### src/rtl/rps_pkg.sv
package rps_pkg;

  // pixel format codes
  localparam logic [2:0] FMT_S8  = 3'd0;
  localparam logic [2:0] FMT_U8  = 3'd1;
  localparam logic [2:0] FMT_S16 = 3'd2;
  localparam logic [2:0] FMT_U16 = 3'd3;
  localparam logic [2:0] FMT_S32 = 3'd4;
  localparam logic [2:0] FMT_U32 = 3'd5;

  // register indexes
  localparam logic [2:0] REG_PIXEL_FORMAT = 3'd0;
  localparam logic [2:0] REG_IMAGE_WIDTH  = 3'd1;
  localparam logic [2:0] REG_ROI_LEFT     = 3'd2;
  localparam logic [2:0] REG_ROI_TOP      = 3'd3;
  localparam logic [2:0] REG_ROI_RIGHT    = 3'd4;
  localparam logic [2:0] REG_ROI_BOTTOM   = 3'd5;

  localparam int POS_W   = 13;
  localparam int VAL_W   = 33;
  localparam int CNT_W   = 25;
  localparam int SUM_W   = 58;
  localparam int SMAG_W  = 57;
  localparam int SQS_W   = 89;
  localparam int PROD_W  = 115;
  localparam int DIVD_W  = 131;
  localparam int NSQ_W   = 50;
  localparam int RAD_W   = 82;
  localparam int ROOT_W  = 41;
  localparam int SREM_W  = 43;
  localparam int STD_W   = 40;

  localparam logic [CNT_W-1:0] COUNT_FULL = {CNT_W{1'b1}};
  localparam logic [POS_W-1:0] ROW_TOP    = {POS_W{1'b1}};

  // iteration counts of the back end
  localparam int QN_STEPS   = CNT_W;
  localparam int SS_STEPS   = SMAG_W;
  localparam int MEAN_STEPS = SMAG_W;
  localparam int VAR_STEPS  = DIVD_W;
  localparam int ROOT_STEPS = ROOT_W;

  typedef enum logic [2:0] {
    OP_NONE,
    OP_QN,
    OP_SS,
    OP_SUB,
    OP_MEAN,
    OP_VAR,
    OP_ROOT,
    OP_FINISH
  } rps_op_t;

  typedef struct packed {
    rps_op_t op;
    logic    load;
  } rps_cmd_t;

  typedef struct packed {
    logic flushed;
    logic count_zero;
    logic out_busy;
  } rps_status_t;

  typedef struct packed {
    logic [2:0]       pixel_format;
    logic [POS_W-1:0] image_width;
    logic [POS_W-1:0] roi_left;
    logic [POS_W-1:0] roi_top;
    logic [POS_W-1:0] roi_right;
    logic [POS_W-1:0] roi_bottom;
  } rps_cfg_t;

endpackage

### src/rtl/rps_ctrl.sv
module rps_ctrl (
  input  logic                clk,
  input  logic                rst,
  input  logic                accept,
  input  logic                frame_end,
  input  rps_pkg::rps_status_t status,
  output rps_pkg::rps_cmd_t   cmd,
  output logic                busy
);

  typedef enum logic [3:0] {
    S_IDLE,
    S_FLUSH,
    S_QN,
    S_SS,
    S_SUB,
    S_MEAN,
    S_VAR,
    S_ROOT,
    S_FINISH
  } state_t;

  state_t     state;
  logic       first;
  logic [7:0] cnt;

  always_ff @(posedge clk) begin
    if (rst) begin
      state <= S_IDLE;
      first <= 1'b0;
      cnt   <= '0;
    end else begin
      unique case (state)
        S_IDLE: begin
          if (accept && frame_end) state <= S_FLUSH;
        end
        S_FLUSH: begin
          if (status.flushed) begin
            state <= status.count_zero ? S_FINISH : S_QN;
            first <= 1'b1;
          end
        end
        S_QN, S_SS, S_MEAN, S_VAR, S_ROOT: begin
          if (first) begin
            first <= 1'b0;
            unique case (state)
              S_QN:    cnt <= 8'(rps_pkg::QN_STEPS - 1);
              S_SS:    cnt <= 8'(rps_pkg::SS_STEPS - 1);
              S_MEAN:  cnt <= 8'(rps_pkg::MEAN_STEPS - 1);
              S_VAR:   cnt <= 8'(rps_pkg::VAR_STEPS - 1);
              default: cnt <= 8'(rps_pkg::ROOT_STEPS - 1);
            endcase
          end else if (cnt == 8'd0) begin
            first <= 1'b1;
            unique case (state)
              S_QN:    state <= S_SS;
              S_SS:    state <= S_SUB;
              S_MEAN:  state <= S_VAR;
              S_VAR:   state <= S_ROOT;
              default: state <= S_FINISH;
            endcase
          end else begin
            cnt <= cnt - 8'd1;
          end
        end
        S_SUB: begin
          state <= S_MEAN;
          first <= 1'b1;
        end
        S_FINISH: begin
          if (!status.out_busy) state <= S_IDLE;
        end
        default: state <= S_IDLE;
      endcase
    end
  end

  always_comb begin
    cmd.load = first;
    unique case (state)
      S_QN:     cmd.op = rps_pkg::OP_QN;
      S_SS:     cmd.op = rps_pkg::OP_SS;
      S_SUB:    cmd.op = rps_pkg::OP_SUB;
      S_MEAN:   cmd.op = rps_pkg::OP_MEAN;
      S_VAR:    cmd.op = rps_pkg::OP_VAR;
      S_ROOT:   cmd.op = rps_pkg::OP_ROOT;
      S_FINISH: cmd.op = status.out_busy ? rps_pkg::OP_NONE : rps_pkg::OP_FINISH;
      default:  cmd.op = rps_pkg::OP_NONE;
    endcase
  end

  assign busy = (state != S_IDLE);

endmodule

### config.mk
export PLATFORM = sky130hd
export DESIGN_NAME = rps_ctrl
export DESIGN_NICKNAME = d
export VERILOG_FILES = /design/src/rtl/rps_pkg.sv /design/src/rtl/rps_ctrl.sv
export SDC_FILE = /design/constraint.sdc
export NUM_CORES = 1
export LEC_CHECK = 0
export BUFFER_PORTS_ARGS = -buffer_cell sky130_fd_sc_hd__buf_2
export CAP_MARGIN = 5
export CORE_AREA = 10 10 56 58
export CTS_CLUSTER_SIZE = 8
export DETAILED_ROUTE_END_ITERATION = 10
export DIE_AREA = 0 0 66 68
export PLACE_DENSITY = 0.71
export SYNTH_ARGS = -nofsm -noshare
export SYNTH_HDL_FRONTEND = slang
export SYNTH_SLANG_ARGS = --single-unit
### constraint.sdc
create_clock -name clk -period 1.8 [get_ports clk]
set_input_delay 0.36 -clock clk [delete_from_list [all_inputs] [get_ports clk]]
set_output_delay 0.36 -clock clk [all_outputs]
set_load 0.02 [all_outputs]
# Yosys cells after proc, flatten, opt, wreduce, memory -nomap -nowiden
# Cells that the tools add are included.
# Widths: inputs -> output; s select.
# totals
ff_bits	13
latchBits	0
mem_bits_rw	0
rom_bits	0
input_bits	7
mem_count	0
# op_classes
addsub	1
multipliers	0
n_div	0
n_lt_le_gt_ge	0
n_eq_ne	14
n_shift	0
mux	17
n_bitwise	0
n_reduce_logical	10
# ops
op	n
$mux 4	6
$pmux 8 s3	1
$pmux 3 s7	1
$pmux 4 s5	1
$eq 4x3->1 const B	4
$mux 8	2
$pmux 4 s4	1
$ne 2x2->1 const B	6
$eq 4x2->1 const B	2
$logic_not 8->1	1
$sub 8x1->8 const B	1
$reduce_and 5->1	1
$reduce_or 5->1	1
$eq 4x1->1 const B	1
$eq 4x4->1 const B	1
$logic_not 4->1	1
$reduce_and 2->1	2
$reduce_bool 4->1	1
$mux 1	3
$mux 3	1
$pmux 1 s3	1
$reduce_bool 3->1	1
$reduce_or 2->1	1
$logic_and 1x1->1	1

# Depth between registers and ports, before layout
# logic_depth
word_depth	5
depth_mapped	7

# Least setup slack after synthesis
# Ideal clock, no wire load.
# synth_timing
path_type	flip-flop to output port
start	register state[3]
end	output cmd[1] in the netlist's numbering
t_arrival_ns	1.406
required_time_ns	1.440
path_slack_ns	0.034
path_stages_with_launch	6
n_path_buf	1
path_cell_list	dfxtp_1 > clkbuf_1 > nand2b_1 > or3_1 > o21a_1 > nor2_1
# synth_rtl
item	line	rtl
start: declaration	rps_ctrl.sv:23	state_t state;
start signal: assignment	rps_ctrl.sv:39	state <= status.count_zero ? S_FINISH : S_QN;
end: declaration	rps_ctrl.sv:7	output rps_pkg::rps_cmd_t cmd,

==> impl_metrics.json <==
{
  "overflow": 0,
  "path_class": "flip-flop to output port",
  "n_fill_cell": 195,
  "clock_latency_ns": 0.28,
  "hold_path.class": "input port to flip-flop",
  "cp_slowest_cell": "or3_1",
  "setup_viol": 0,
  "drc_errors": 0,
  "total_power_uw": 599,
  "p_leak_uw": 0.000425,
  "first_pass_iters": 4,
  "post_drt_wl_per_cell_um": 13.5,
  "synthFlopType": "dfxtp_1",
  "synthMuxAreaShare_pct": 1.29,
  "crit_required_ns": 1.44,
  "dp_hpwl_mm": 1.54,
  "crit_chain": "or3_1, o21a_1, nor2_1, buf_4",
  "r2r-end": "cnt[6]",
  "cp-endpoint": "cmd[1]",
  "drive_above_1_share_pct": 31.8,
  "stdcell_area_sq_mm": 0.00107,
  "wl_met3_um": 66,
  "cts_tree": "yes",
  "synth_top_area_share_pct": 29.8,
  "critPathMaxStageDelay_ns": 0.40,
  "m1WireLength_um": 939,
  "slew_headroom_pct": 73.1,
  "htreeDepth": 1,
  "yosys.area.top_type": "dfxtp_1",
  "synth_top_family_by_area": "simple AND/OR/NAND/NOR gates",
  "hold_viol_final": 0,
  "placed_area_sq_um": 977,
  "async_flop_share_pct": 0,
  "r2r-start": "cnt[0]",
  "end_kind": "output port",
  "tightest_slew_ns": 0.404,
  "cts_buffer_depth": 2,
  "yosysWarnings": 0,
  "synth_xor_area_share_pct": 2.01,
  "met2_wirelength_mm": 1.06,
  "synth.distinct_cells": 42,
  "worstSetupStartpointType": "flip-flop",
  "cts_hold_buffers": 0,
  "reg2reg_depth": 6,
  "vias": 860,
  "maxCapViolCount": 0,
  "core_sq_mm": 0.00211,
  "synth_edf_count": 0,
  "diodes": 0,
  "synth_cells": 112,
  "ir_drop_uv": 283,
  "viasPerCell": 5.48,
  "antenna_found_initial": 0,
  "crit_buf_inv": 1,
  "clock-root-buffer": "clkbuf_4",
  "final_nets": 139,
  "ys_seq_area_share_pct": 29.8,
  "final.setup_skew_ns": 0.00287,
  "ys_seq_elements": 13,
  "gp_congestion": 0.851,
  "synthSimpleGateAreaFrac_pct": 29.1,
  "synthesis.nets": 121,
  "highest_layer": "met4",
  "first_global_vias": 790,
  "min_period_ns": 1.77,
  "status": "finished, final reports clean",
  "rows": 17,
  "synth_fa_ha_area_share_pct": 2.87,
  "syn_area_sq_um": 873,
  "area_growth_pct": 22.2,
  "die-area_sq_mm": 0.00449,
  "synth_common_cells": "a21oi_1, dfxtp_1, nor2_1",
  "grt_pass1_wl_mm": 3.51,
  "power_density_mw_per_mm2": 561,
  "initial_utilization_pct": 41.5,
  "avgSynthCellArea_sq_um": 7.80,
  "io_buffers": 11,
  "dieWidth_um": 66,
  "wl_mm": 2.12,
  "antenna_left": 0,
  "synth_compound_area_share_pct": 27.5,
  "r2r_setup_slack_ns": 0.13,
  "ioPinCount": 12,
  "arrival_ns": 1.41,
  "grt_start_max_net_pins": 13,
  "cp_max_fo": 11,
  "final_max_slew_viol_count": 0,
  "clk_transition_reported_paths_ns": 0.07,
  "drt_iter0_markers": 37,
  "crit_family": "simple AND/OR/NAND/NOR gates",
  "crit_cells": 4,
  "max_freq_ghz": 0.566,
  "clock-sinks": 13,
  "grt_util_all_layers_pct": 9.72,
  "setup.worst_path.start": "state[1]",
  "die_y_um": 68,
  "cts_made_buffers": 3,
  "synth_area_leaders": "dfxtp_1, a21oi_1, nor2_1, o21ai_0, nand2b_1",
  "min_period_over_period_pct": 98.1,
  "setup_tns_ns": 0
}
worst min-delay path by stage:
stage              start  endpoint  cells after the start
6_report       status[0]  state[3]                      3
5_1_grt        status[0]  state[3]                      3
4_1_cts        status[0]  state[3]                      3
3_5_place_dp      cnt[1]    cnt[1]                      2
3_3_place_gp      cnt[1]    cnt[1]                      2
2_1_floorplan     cnt[1]    cnt[1]                      2
sequential cells by signal (all words and copies together) (netlist names):
register / count
cnt: 8
first: 1
state: 4
power by group:
part / switching, uW / internal (uW)
Combinational: 65.2 / 51.9
Clock: 96.3 / 86.2
Sequential: 7.55 / 292
cells in the final DEF, fill, tap and decap left out, types with 2 or more instances in the layout:
master and count:
buf_4 12, nand3_1 2, nor2_1 11, buf_2 10, nand2_1 5, nand2b_1 6, dfxtp_1 10, o21a_1 3
a21oi_1 12, nor3_1 4, dfxtp_4 2, or3_1 3, clkbuf_4 3, inv_1 4, a31oi_1 2, o21ai_0 7
worst min-delay path: stages:
cell	delay [ns]
buf_2	0.10
nand4b_1	0.08
a21oi_1	0.06
metrics by stage:
stage               utilization [%]  setup slack (ns)  instances  hold slack (ns)
global placement               46.4            0.0926        150            0.492
global route                   50.7           -0.0130        157            0.371
finish                         50.7            0.0341        157            0.363
floorplan                         -            0.0336        112            0.477
CTS                            48.7           0.00334        154            0.348
detailed placement             46.4           -0.0336        150            0.514
area by class of cell:
type / count / area [sq um] / area share [%]
clock buffers: 4 / 26.3 / 2.46
inverters: 5 / 18.8 / 1.76
multi-input cells: 85 / 578 / 54.2
flip-flops and latches: 13 / 269 / 25.2
well taps: 28 / 35.0 / 3.28
repair buffers: 22 / 140 / 13.1
layer usage:
metal | track usage [%] | up-vias
met2 | 15.9 | 18
met1 | 11.4 | 403
met5 | 0 | -
met4 | 6.28 | 0
met3 | 1.96 | 5
li1 | - | 434
repair_timing:
action                     CTS  global route
cloned                       0             0
setup endpoints to repair    3             6
setup buffers                0             3
pin swaps                    0             3
resized for setup            5             9
cells by family after synthesis:
group,after synthesis
AND/OR/NAND/NOR,43
AO/OA/AOI/OAI,37
buffers and inverters,14
flip-flops,13
XOR/XNOR,2
adder cells (fa/ha/maj),2
multiplexers,1
Note: power is estimated with default switching activity, not from simulation.
